--- config.mk ---
export PLATFORM = sky130hd
export DESIGN_NAME = servo_goal_position_planner
export DESIGN_NICKNAME = d
export VERILOG_FILES = /design/src/hw/rtl/sgpp_pkg.sv /design/src/hw/rtl/servo_goal_position_planner.sv
export SDC_FILE = /design/constraint.sdc
export NUM_CORES = 2
export LEC_CHECK = 0
export ABC_AREA = 1
export BUFFER_PORTS_ARGS = -buffer_cell sky130_fd_sc_hd__buf_2
export CAP_MARGIN = 20
export CORE_MARGIN = 5
export CORE_UTILIZATION = 60
export CTS_CLUSTER_DIAMETER = 60
export DETAILED_ROUTE_END_ITERATION = 7
export MAX_ROUTING_LAYER = met4
export PLACE_DENSITY = 0.75
export SKIP_LAST_GASP = 1
export SYNTH_ARGS = -nofsm -noshare
export SYNTH_HDL_FRONTEND = slang
export SYNTH_SLANG_ARGS = --single-unit
--- constraint.sdc ---
create_clock -name clk -period 86.6 [get_ports clk]
set_input_delay 12.99 -clock clk [delete_from_list [all_inputs] [get_ports clk]]
set_output_delay 12.99 -clock clk [all_outputs]
set_load 0.01 [all_outputs]
--- src/hw/rtl/sgpp_pkg.sv ---
// ----------------------------------------------------------------------------
// sgpp_pkg
// shared types and constants of the servo goal position planner
// ----------------------------------------------------------------------------
package sgpp_pkg;

    localparam int TICK_W         = 12;
    localparam int TICKS_PER_TURN = 4096;
    localparam int HALF_TURN      = TICKS_PER_TURN / 2;
    localparam int RAW_W          = 32;
    localparam int REG_W          = 13;
    localparam int GOAL_W         = 14;
    localparam int DIV_STEPS      = RAW_W;

    typedef enum logic [1:0] {
        MODE_SHORTEST = 2'd0,
        MODE_CW       = 2'd1,
        MODE_CCW      = 2'd2,
        MODE_LIMITED  = 2'd3
    } move_mode_t;

    typedef enum logic [1:0] {
        REG_POSITION_SCALE = 2'd0,
        REG_REVERSE_LIMIT  = 2'd1,
        REG_FORWARD_LIMIT  = 2'd2,
        REG_NONE           = 2'd3
    } reg_index_t;

    localparam logic [REG_W-1:0] SCALE_RESET   = 13'd340;
    localparam logic [REG_W-1:0] REVERSE_RESET = 13'd0;
    localparam logic [REG_W-1:0] FORWARD_RESET = 13'd3868;

endpackage

--- src/hw/rtl/servo_goal_position_planner.sv ---
// ----------------------------------------------------------------------------
// servo_goal_position_planner
// turns a target angle and a raw position reading into a goal position
// ----------------------------------------------------------------------------
// One command beat on the input channel (target_ticks, present_raw,
// move_mode) gives exactly one result beat (goal_ticks, goal_raw, at_limit).
// The raw reading is divided by position_scale in a restoring divider that
// retires one quotient bit per stage, 32 stages, followed by a limit shift
// stage, a path select stage and a multiply stage that holds the result.
// A new command is taken every cycle as long as results drain.
// The whole pipeline advances together: when the result waits on out_ready
// every stage holds and in_ready drops, so nothing is lost or repeated.
// Registers are written via cfg_we/cfg_index/cfg_wdata; the user must write
// them only while no command is in flight (not enforced); index 3 is ignored.
// Reset clears all stage valid bits and loads the register reset values
// (scale 340, reverse limit 0, forward limit 3868).
// ----------------------------------------------------------------------------
module servo_goal_position_planner (
    input  logic                            clk,
    input  logic                            rst_n,
    input  logic                            cfg_we,
    input  logic [1:0]                      cfg_index,
    input  logic [sgpp_pkg::REG_W-1:0]      cfg_wdata,
    input  logic                            in_valid,
    output logic                            in_ready,
    input  logic [sgpp_pkg::TICK_W-1:0]     target_ticks,
    input  logic [sgpp_pkg::RAW_W-1:0]      present_raw,
    input  logic [1:0]                      move_mode,
    output logic                            out_valid,
    input  logic                            out_ready,
    output logic signed [sgpp_pkg::GOAL_W-1:0] goal_ticks,
    output logic [sgpp_pkg::RAW_W-1:0]      goal_raw,
    output logic                            at_limit
);
    import sgpp_pkg::*;

    logic [REG_W-1:0] scale_reg, rev_reg, fwd_reg;
    logic [REG_W-1:0] sc;
    logic             en;

    always_ff @(posedge clk or negedge rst_n)
    begin
        if (!rst_n)
        begin
            scale_reg <= SCALE_RESET;
            rev_reg   <= REVERSE_RESET;
            fwd_reg   <= FORWARD_RESET;
        end
        else if (cfg_we)
        begin
            unique case (reg_index_t'(cfg_index))
                REG_POSITION_SCALE: scale_reg <= cfg_wdata;
                REG_REVERSE_LIMIT:  rev_reg   <= cfg_wdata;
                REG_FORWARD_LIMIT:  fwd_reg   <= cfg_wdata;
                default: ;
            endcase
        end
    end

    // zero scale acts as one
    assign sc = (scale_reg == '0) ? REG_W'(1) : scale_reg;

    // ---------------- divider stages ----------------
    logic [DIV_STEPS-1:0]  dv_reg;
    logic [REG_W-1:0]      rem_reg  [DIV_STEPS];
    logic [RAW_W-1:0]      dvd_reg  [DIV_STEPS];
    logic [TICK_W-1:0]     q_reg    [DIV_STEPS];
    logic [TICK_W-1:0]     tgt_reg  [DIV_STEPS];
    move_mode_t            mode_reg [DIV_STEPS];

    logic [REG_W-1:0]      rem_next [DIV_STEPS];
    logic [RAW_W-1:0]      dvd_next [DIV_STEPS];
    logic [TICK_W-1:0]     q_next   [DIV_STEPS];

    always_comb
    begin
        logic [REG_W:0]   rr;
        logic [REG_W-1:0] rin;
        logic [RAW_W-1:0] din;
        logic [TICK_W-1:0] qin;
        for (int k = 0; k < DIV_STEPS; k++)
        begin
            if (k == 0)
            begin
                rin = '0;
                din = present_raw;
                qin = '0;
            end
            else
            begin
                rin = rem_reg[k-1];
                din = dvd_reg[k-1];
                qin = q_reg[k-1];
            end
            rr = {rin, din[RAW_W-1]};
            if (rr >= {1'b0, sc})
            begin
                rem_next[k] = REG_W'(rr - {1'b0, sc});
                q_next[k]   = {qin[TICK_W-2:0], 1'b1};
            end
            else
            begin
                rem_next[k] = rr[REG_W-1:0];
                q_next[k]   = {qin[TICK_W-2:0], 1'b0};
            end
            dvd_next[k] = {din[RAW_W-2:0], 1'b0};
        end
    end

    always_ff @(posedge clk or negedge rst_n)
    begin
        if (!rst_n)
            dv_reg <= '0;
        else if (en)
            dv_reg <= {dv_reg[DIV_STEPS-2:0], in_valid};
    end

    always_ff @(posedge clk)
    begin
        if (en)
        begin
            for (int k = 0; k < DIV_STEPS; k++)
            begin
                rem_reg[k] <= rem_next[k];
                dvd_reg[k] <= dvd_next[k];
                q_reg[k]   <= q_next[k];
                if (k == 0)
                begin
                    tgt_reg[k]  <= target_ticks;
                    mode_reg[k] <= move_mode_t'(move_mode);
                end
                else
                begin
                    tgt_reg[k]  <= tgt_reg[k-1];
                    mode_reg[k] <= mode_reg[k-1];
                end
            end
        end
    end

    // ---------------- shift around the limit midpoint ----------------
    logic [TICK_W-1:0] cur_d, tgt_d;
    logic [REG_W+1:0]  mid_sum;
    logic [TICK_W-1:0] mid;
    logic              s1_v_reg;
    logic [TICK_W-1:0] s1_cur_reg, s1_tgt_reg, s1_cura_reg, s1_tgta_reg;
    logic [TICK_W-1:0] s1_fwda_reg, s1_reva_reg;
    move_mode_t        s1_mode_reg;

    assign cur_d = q_reg[DIV_STEPS-1];
    assign tgt_d = tgt_reg[DIV_STEPS-1];

    always_comb
    begin
        mid_sum = (REG_W+2)'(fwd_reg) + (REG_W+2)'(rev_reg);
        if (fwd_reg > rev_reg)
            mid_sum = mid_sum + (REG_W+2)'(TICKS_PER_TURN);
    end
    assign mid = mid_sum[TICK_W:1];

    function automatic logic [TICK_W-1:0] shift_mid(input logic [REG_W-1:0] x,
                                                    input logic [TICK_W-1:0] m);
        logic [REG_W+1:0] t;
        t = (REG_W+2)'(x) - (REG_W+2)'(m) + (REG_W+2)'(TICKS_PER_TURN);
        return t[TICK_W-1:0];
    endfunction

    always_ff @(posedge clk or negedge rst_n)
    begin
        if (!rst_n)
            s1_v_reg <= 1'b0;
        else if (en)
            s1_v_reg <= dv_reg[DIV_STEPS-1];
    end

    always_ff @(posedge clk)
    begin
        if (en)
        begin
            s1_cur_reg  <= cur_d;
            s1_tgt_reg  <= tgt_d;
            s1_mode_reg <= mode_reg[DIV_STEPS-1];
            s1_cura_reg <= shift_mid({1'b0, cur_d}, mid);
            s1_tgta_reg <= shift_mid({1'b0, tgt_d}, mid);
            s1_fwda_reg <= shift_mid(fwd_reg, mid);
            s1_reva_reg <= shift_mid(rev_reg, mid);
        end
    end

    // ---------------- path select ----------------
    logic signed [GOAL_W-1:0] d, goal_c;
    logic                     lim_c;
    logic [TICK_W:0]          up_t, up_c, up_r;

    always_comb
    begin
        up_t = (s1_tgta_reg == '0) ? (TICK_W+1)'(TICKS_PER_TURN) : {1'b0, s1_tgta_reg};
        up_c = (s1_cura_reg == '0) ? (TICK_W+1)'(TICKS_PER_TURN) : {1'b0, s1_cura_reg};
        up_r = (s1_reva_reg == '0) ? (TICK_W+1)'(TICKS_PER_TURN) : {1'b0, s1_reva_reg};
        d     = $signed(GOAL_W'(s1_tgt_reg)) - $signed(GOAL_W'(s1_cur_reg));
        lim_c = 1'b0;
        unique case (s1_mode_reg)
            MODE_SHORTEST:
            begin
                if (d > $signed(GOAL_W'(HALF_TURN)))
                    d = d - GOAL_W'(TICKS_PER_TURN);
                else if (d < -$signed(GOAL_W'(HALF_TURN)))
                    d = d + GOAL_W'(TICKS_PER_TURN);
            end
            MODE_CW:
            begin
                if (d < 0)
                    d = d + GOAL_W'(TICKS_PER_TURN);
            end
            MODE_CCW:
            begin
                if (d > 0)
                    d = d - GOAL_W'(TICKS_PER_TURN);
            end
            default:
            begin
                if (up_t > {1'b0, s1_fwda_reg})
                begin
                    d = $signed(GOAL_W'(s1_fwda_reg)) - $signed(GOAL_W'(s1_cura_reg));
                    if (d < 0 && !(up_c > {1'b0, s1_fwda_reg}))
                        d = d + GOAL_W'(TICKS_PER_TURN);
                    lim_c = 1'b1;
                end
                else if ({1'b0, s1_tgta_reg} < up_r)
                begin
                    d = $signed(GOAL_W'(s1_reva_reg)) - $signed(GOAL_W'(s1_cura_reg));
                    if (d > 0 && !({1'b0, s1_cura_reg} < up_r))
                        d = d - GOAL_W'(TICKS_PER_TURN);
                    lim_c = 1'b1;
                end
            end
        endcase
        goal_c = $signed(GOAL_W'(s1_cur_reg)) + d;
    end

    logic                     s2_v_reg;
    logic signed [GOAL_W-1:0] s2_goal_reg;
    logic                     s2_lim_reg;

    always_ff @(posedge clk or negedge rst_n)
    begin
        if (!rst_n)
            s2_v_reg <= 1'b0;
        else if (en)
            s2_v_reg <= s1_v_reg;
    end

    always_ff @(posedge clk)
    begin
        if (en)
        begin
            s2_goal_reg <= goal_c;
            s2_lim_reg  <= lim_c;
        end
    end

    // ---------------- scale back to raw, result register ----------------
    logic signed [GOAL_W+REG_W:0] prod;
    logic                         out_v_reg;
    logic signed [GOAL_W-1:0]     goal_ticks_reg;
    logic [RAW_W-1:0]             goal_raw_reg;
    logic                         at_limit_reg;

    assign prod = s2_goal_reg * $signed({1'b0, sc});

    always_ff @(posedge clk or negedge rst_n)
    begin
        if (!rst_n)
            out_v_reg <= 1'b0;
        else if (en)
            out_v_reg <= s2_v_reg;
    end

    always_ff @(posedge clk)
    begin
        if (en)
        begin
            goal_ticks_reg <= s2_goal_reg;
            goal_raw_reg   <= RAW_W'(prod);
            at_limit_reg   <= s2_lim_reg;
        end
    end

    assign en         = !out_v_reg || out_ready;
    assign in_ready   = en;
    assign out_valid  = out_v_reg;
    assign goal_ticks = goal_ticks_reg;
    assign goal_raw   = goal_raw_reg;
    assign at_limit   = at_limit_reg;

endmodule

# Yosys cells after proc, flatten, opt, wreduce, memory -nomap -nowiden
# Memory sizes are Yosys's and may differ from the RTL's. A register that Yosys moved wholly into a read port is not among the register bits.
# Index checks and enable logic that the tools add are counted.
# word_totals
elab_cells	219
ff_bits	204
ram_bits	2240
input_bits	66
mem_count	5
out_inout_bits	49
# mem_list
name	words	width	read_ports	rd_clocked_by_memory_dff	wr	line	text
dvd_reg	32	31	31	0	32	servo_goal_position_planner.sv:66	logic [RAW_W-1:0] dvd_reg [DIV_STEPS];
rem_reg	32	13	31	0	32	servo_goal_position_planner.sv:65	logic [REG_W-1:0] rem_reg [DIV_STEPS];
q_reg	32	12	32	0	32	servo_goal_position_planner.sv:67	logic [TICK_W-1:0] q_reg [DIV_STEPS];
tgt_reg	32	12	32	0	32	servo_goal_position_planner.sv:68	logic [TICK_W-1:0] tgt_reg [DIV_STEPS];
mode_reg	32	2	32	1	32	servo_goal_position_planner.sv:69	move_mode_t mode_reg [DIV_STEPS];
# classes
reduce_logical	16
magnitude_cmp	43
n_eq_ne	4
mul	1
add_sub_neg	50
mux	82
# ops
operator	n
$mux 13	37
$ge 14x13->1	31
$sub 13x13->13	31
$mux 14	8
$add 12x1->12 const B	4
$sub 12x12->12	4
$pmux 14 s3	1
$sub 12x12->13	3
$logic_not 12->1	3
$mux 1	36
$add 13x14->14 const B	2
$mul 14x14->28	1
$sub 13x14->14 const B	2
$gt 13x1->1 const B	2
$gt 13x12->1	2
$lt 12x13->1	2
$lt 13x1->1 const B	2
$add 13x14->14	1
$add 13x13->13	1
$add 13x13->13 const B	1
$ge 1x13->1	1
$gt 13x13->1	1
$gt 13x13->1 const B	1
$logic_not 13->1	1
other kinds (10)	18

# Logic depth before layout (Yosys ltp)
# logic_depth
word_depth	10
depth_mapped	29
ltp_nobuf	29

# Worst setup path before layout
# No wires, ideal clock.
# synth_path
kind	input port to output port
start	input out_ready
end	output in_ready
required_ns	73.610
cell_stages	4
arrival_time_ns	55.454
path_slack_ns	18.156
path_buffers	2
cell_sequence	inv_1 -> nand2_1 -> clkbuf_1 -> clkbuf_1
# synth_between
elab_chain_len	1
# synth_rtl
element	line	text
from (decl)	servo_goal_position_planner.sv:30	input logic out_ready,
$logic_or 1x1->1	servo_goal_position_planner.sv:289	assign en = !out_v_reg || out_ready;
to (decl)	servo_goal_position_planner.sv:25	output logic in_ready,
# Every way passes these cells.

# Final worst setup path
# Same ends and word-level chain as after synthesis.

==> impl_metrics.ini <==
[worst_setup_path]
cpMostUsedCell = buf_2
path_cells = buf_2 -> inv_1 -> nand2_4 -> buf_2
endpoint_kind = primary output
crit_type = input port to primary output
crit_family = buffers and inverters
start_kind = input port
crit_required_ps = 73610
path_max_fanout = 3
max_stage_delay_ps = 270
cp.buffers_inverters = 3
slowest_stage = buf_2
cp.arrival_ps = 13610

[clocking]
cts_setup_buffers = 0
hold_buffers = 0
clock_latency_ps = 810
cts_inserted_buffers = 168
htreeDepth = 4
clockRootBuffer = clkbuf_16
cts_tree = built
clockBufferDepth = 3
clk_pin_slew_ps = 60
cts_resized = 0
cts.sinks = 1631

[global_routing]
grt.overflow.total = 0
grt_pass1_vias = 52900
gr-usage-all-layers_pct = 23.3
grt_max_degree = 189
grt_pass1_wl_mm = 274
antenna_found_initial = 0

[status]
status = complete, no violations

[synth]
synth_edf_count = 1557
synth_common_cells = edfxtp_1, nand2_1, a21oi_1
synthFlopType = edfxtp_1
seq_area_frac_synth_pct = 57.2
synth_top_area_share_pct = 55.0
synthCells = 7277
async_reset_ff_share_pct = 4.54
synth_area_leaders = edfxtp_1, ha_1, fa_1, a21oi_1, nand2_1
yosysUniqueCellTypes = 53
synth-seq-cells = 1631
synth.largest_area_cell = edfxtp_1
syn-cell-area_um2 = 85100
synth.most_common_cell = edfxtp_1
synth_nets = 8201
ys.warnings.count = 0
synth_area_per_cell_um2 = 11.7

[timing]
period_minus_slack_ps = 26600
rsz0062_at_grt = false
fmax_ghz = 0.0376
finalMaxSlewViolations = 0
fin_skew_ps = 54.2
tns_ps = 0
worst_pin_slew_ps = 1080
slew_headroom_pct = 27.8
setup_viol = 0
hold_viol_final = 0
period_share_pct = 30.7

[placement]
hpwl_mm = 116
numPortBuffers = 114
routabilityCongestion = 0.912

[floorplanning]
die_h_um = 387
initial_core_util_pct = 60.2
pin_count = 115
die_x_um = 387
dieArea_um2 = 149000
core_area_um2 = 141000
fp-row-count = 138

[drt]
vias = 52900
drtIter0Drc = 3712
first_pass_iters = 7
wl_per_cell_um = 17.9
drc = 0
via_per_inst = 5.57
drt-total-wl_mm = 170
ant_nets = 0

[finish]
area_growth_pct = 9.50
diodes = 0
nFillCells = 10600
fin_nets = 8387
drive_above_1_share_pct = 8.15
largest_register_ffs = 496

[worst_hold_path]
hold_path.class = flop to flop

[job]
maxCapViolations = 0
==> logic make-up (layout without fill, tap and decap cells) <==
kind of cell	count (synthesis)	in the layout	synth area share, %
and+or+nand+nor	2078	2078	10.1
buffers and inverters	880	1212	4.15
adders and majority gates	858	858	14.6
AOI/OAI and AO/OA	1382	1382	9.42
xor gates and xnor gates	437	437	4.50
muxes	11	11	0.146
DFF	1631	1631	57.2
==> metal layers <==
layer / global-route usage [%] / share of wire (%) / up-vias
li1: - / - / 25900
met1: 29.2 / 42 / 25500
met2: 39.6 / 50 / 1128
met3: 3.25 / 4.2 / 344
met4: 7.31 / 3.0 / 0
met5: - / 0 / -
==> final timing paths <==
path	startpoint	to	slack [ps]	depth (start not counted)
max	out_ready	in_ready	60000	4
min	dvd_reg[0][359]	dvd_reg[0][391]	400	0
max reg2reg	out_valid	dvd_reg[0][360]	78620	10
min reg2reg	dvd_reg[0][359]	dvd_reg[0][391]	400	0
min in group asynchronous	rst_n	dv_reg[18]	12330	1
max in group asynchronous	rst_n	scale_reg[1]	73570	1
==> per-stage QoR <==
step | worst slack (ps) | hold slack [ps] | std cells | util [%] | instance area [µm²]
2_1_floorplan | 18160 | 400 | 7277 | - | 85100
3_3_place_gp | 59940 | 400 | 9183 | 62.0 | 87600
3_5_place_dp | 59950 | 405 | 9183 | 62.0 | 87600
4_1_cts | 59950 | 395 | 9499 | 65.9 | 93100
5_1_grt | 59940 | 414 | 9499 | 65.9 | 93100
6_report | 60000 | 405 | 9499 | 65.9 | 93100
==> cell type report <==
type / instances / area [µm²] / area share [%]
clock inverters: 114 / 1160 / 1.25
flip-flops and latches: 1631 / 48600 / 52.2
multi-input cells: 4766 / 32900 / 35.3
well taps: 1890 / 2360 / 2.54
clock buffers: 202 / 4380 / 4.71
inverters: 741 / 2780 / 2.99
repair buffers: 155 / 906 / 0.973
==> cells in the final DEF (no fill, tap or decap), types with 8 or more instances in the layout <==
cell,Yosys,final
edfxtp_1,1557,1557
nand2_1,945,943
a21oi_1,774,774
inv_1,738,738
nor2_1,707,707
ha_1,639,639
o21ai_0,261,261
xor2_1,243,243
nand3_1,229,229
fa_1,219,219
xnor2_1,194,194
clkbuf_16,0,170
buf_2,27,113
nand4_1,78,78
dfrtp_1,63,62
a21o_1,58,58
nor3_1,54,54
a21oi_2,54,54
a31oi_1,43,43
buf_4,20,40
o21ai_2,39,39
clkinv_2,0,36
or2_2,33,33
clkbuf_1,70,31
clkinv_1,0,29
o21bai_1,25,25
o21ai_1,24,24
a31o_2,20,20
o21ai_4,19,19
o31ai_1,16,16
clkinvlp_4,0,12
a221oi_1,11,11
mux2_2,11,11
bufinv_16,0,11
dfstp_2,11,11
clkinv_16,0,9
nand3_2,8,8
Power is left out: the tool's default activity adds up to more than one toggle a clock period on the data nets, which glitch-free logic cannot reach.
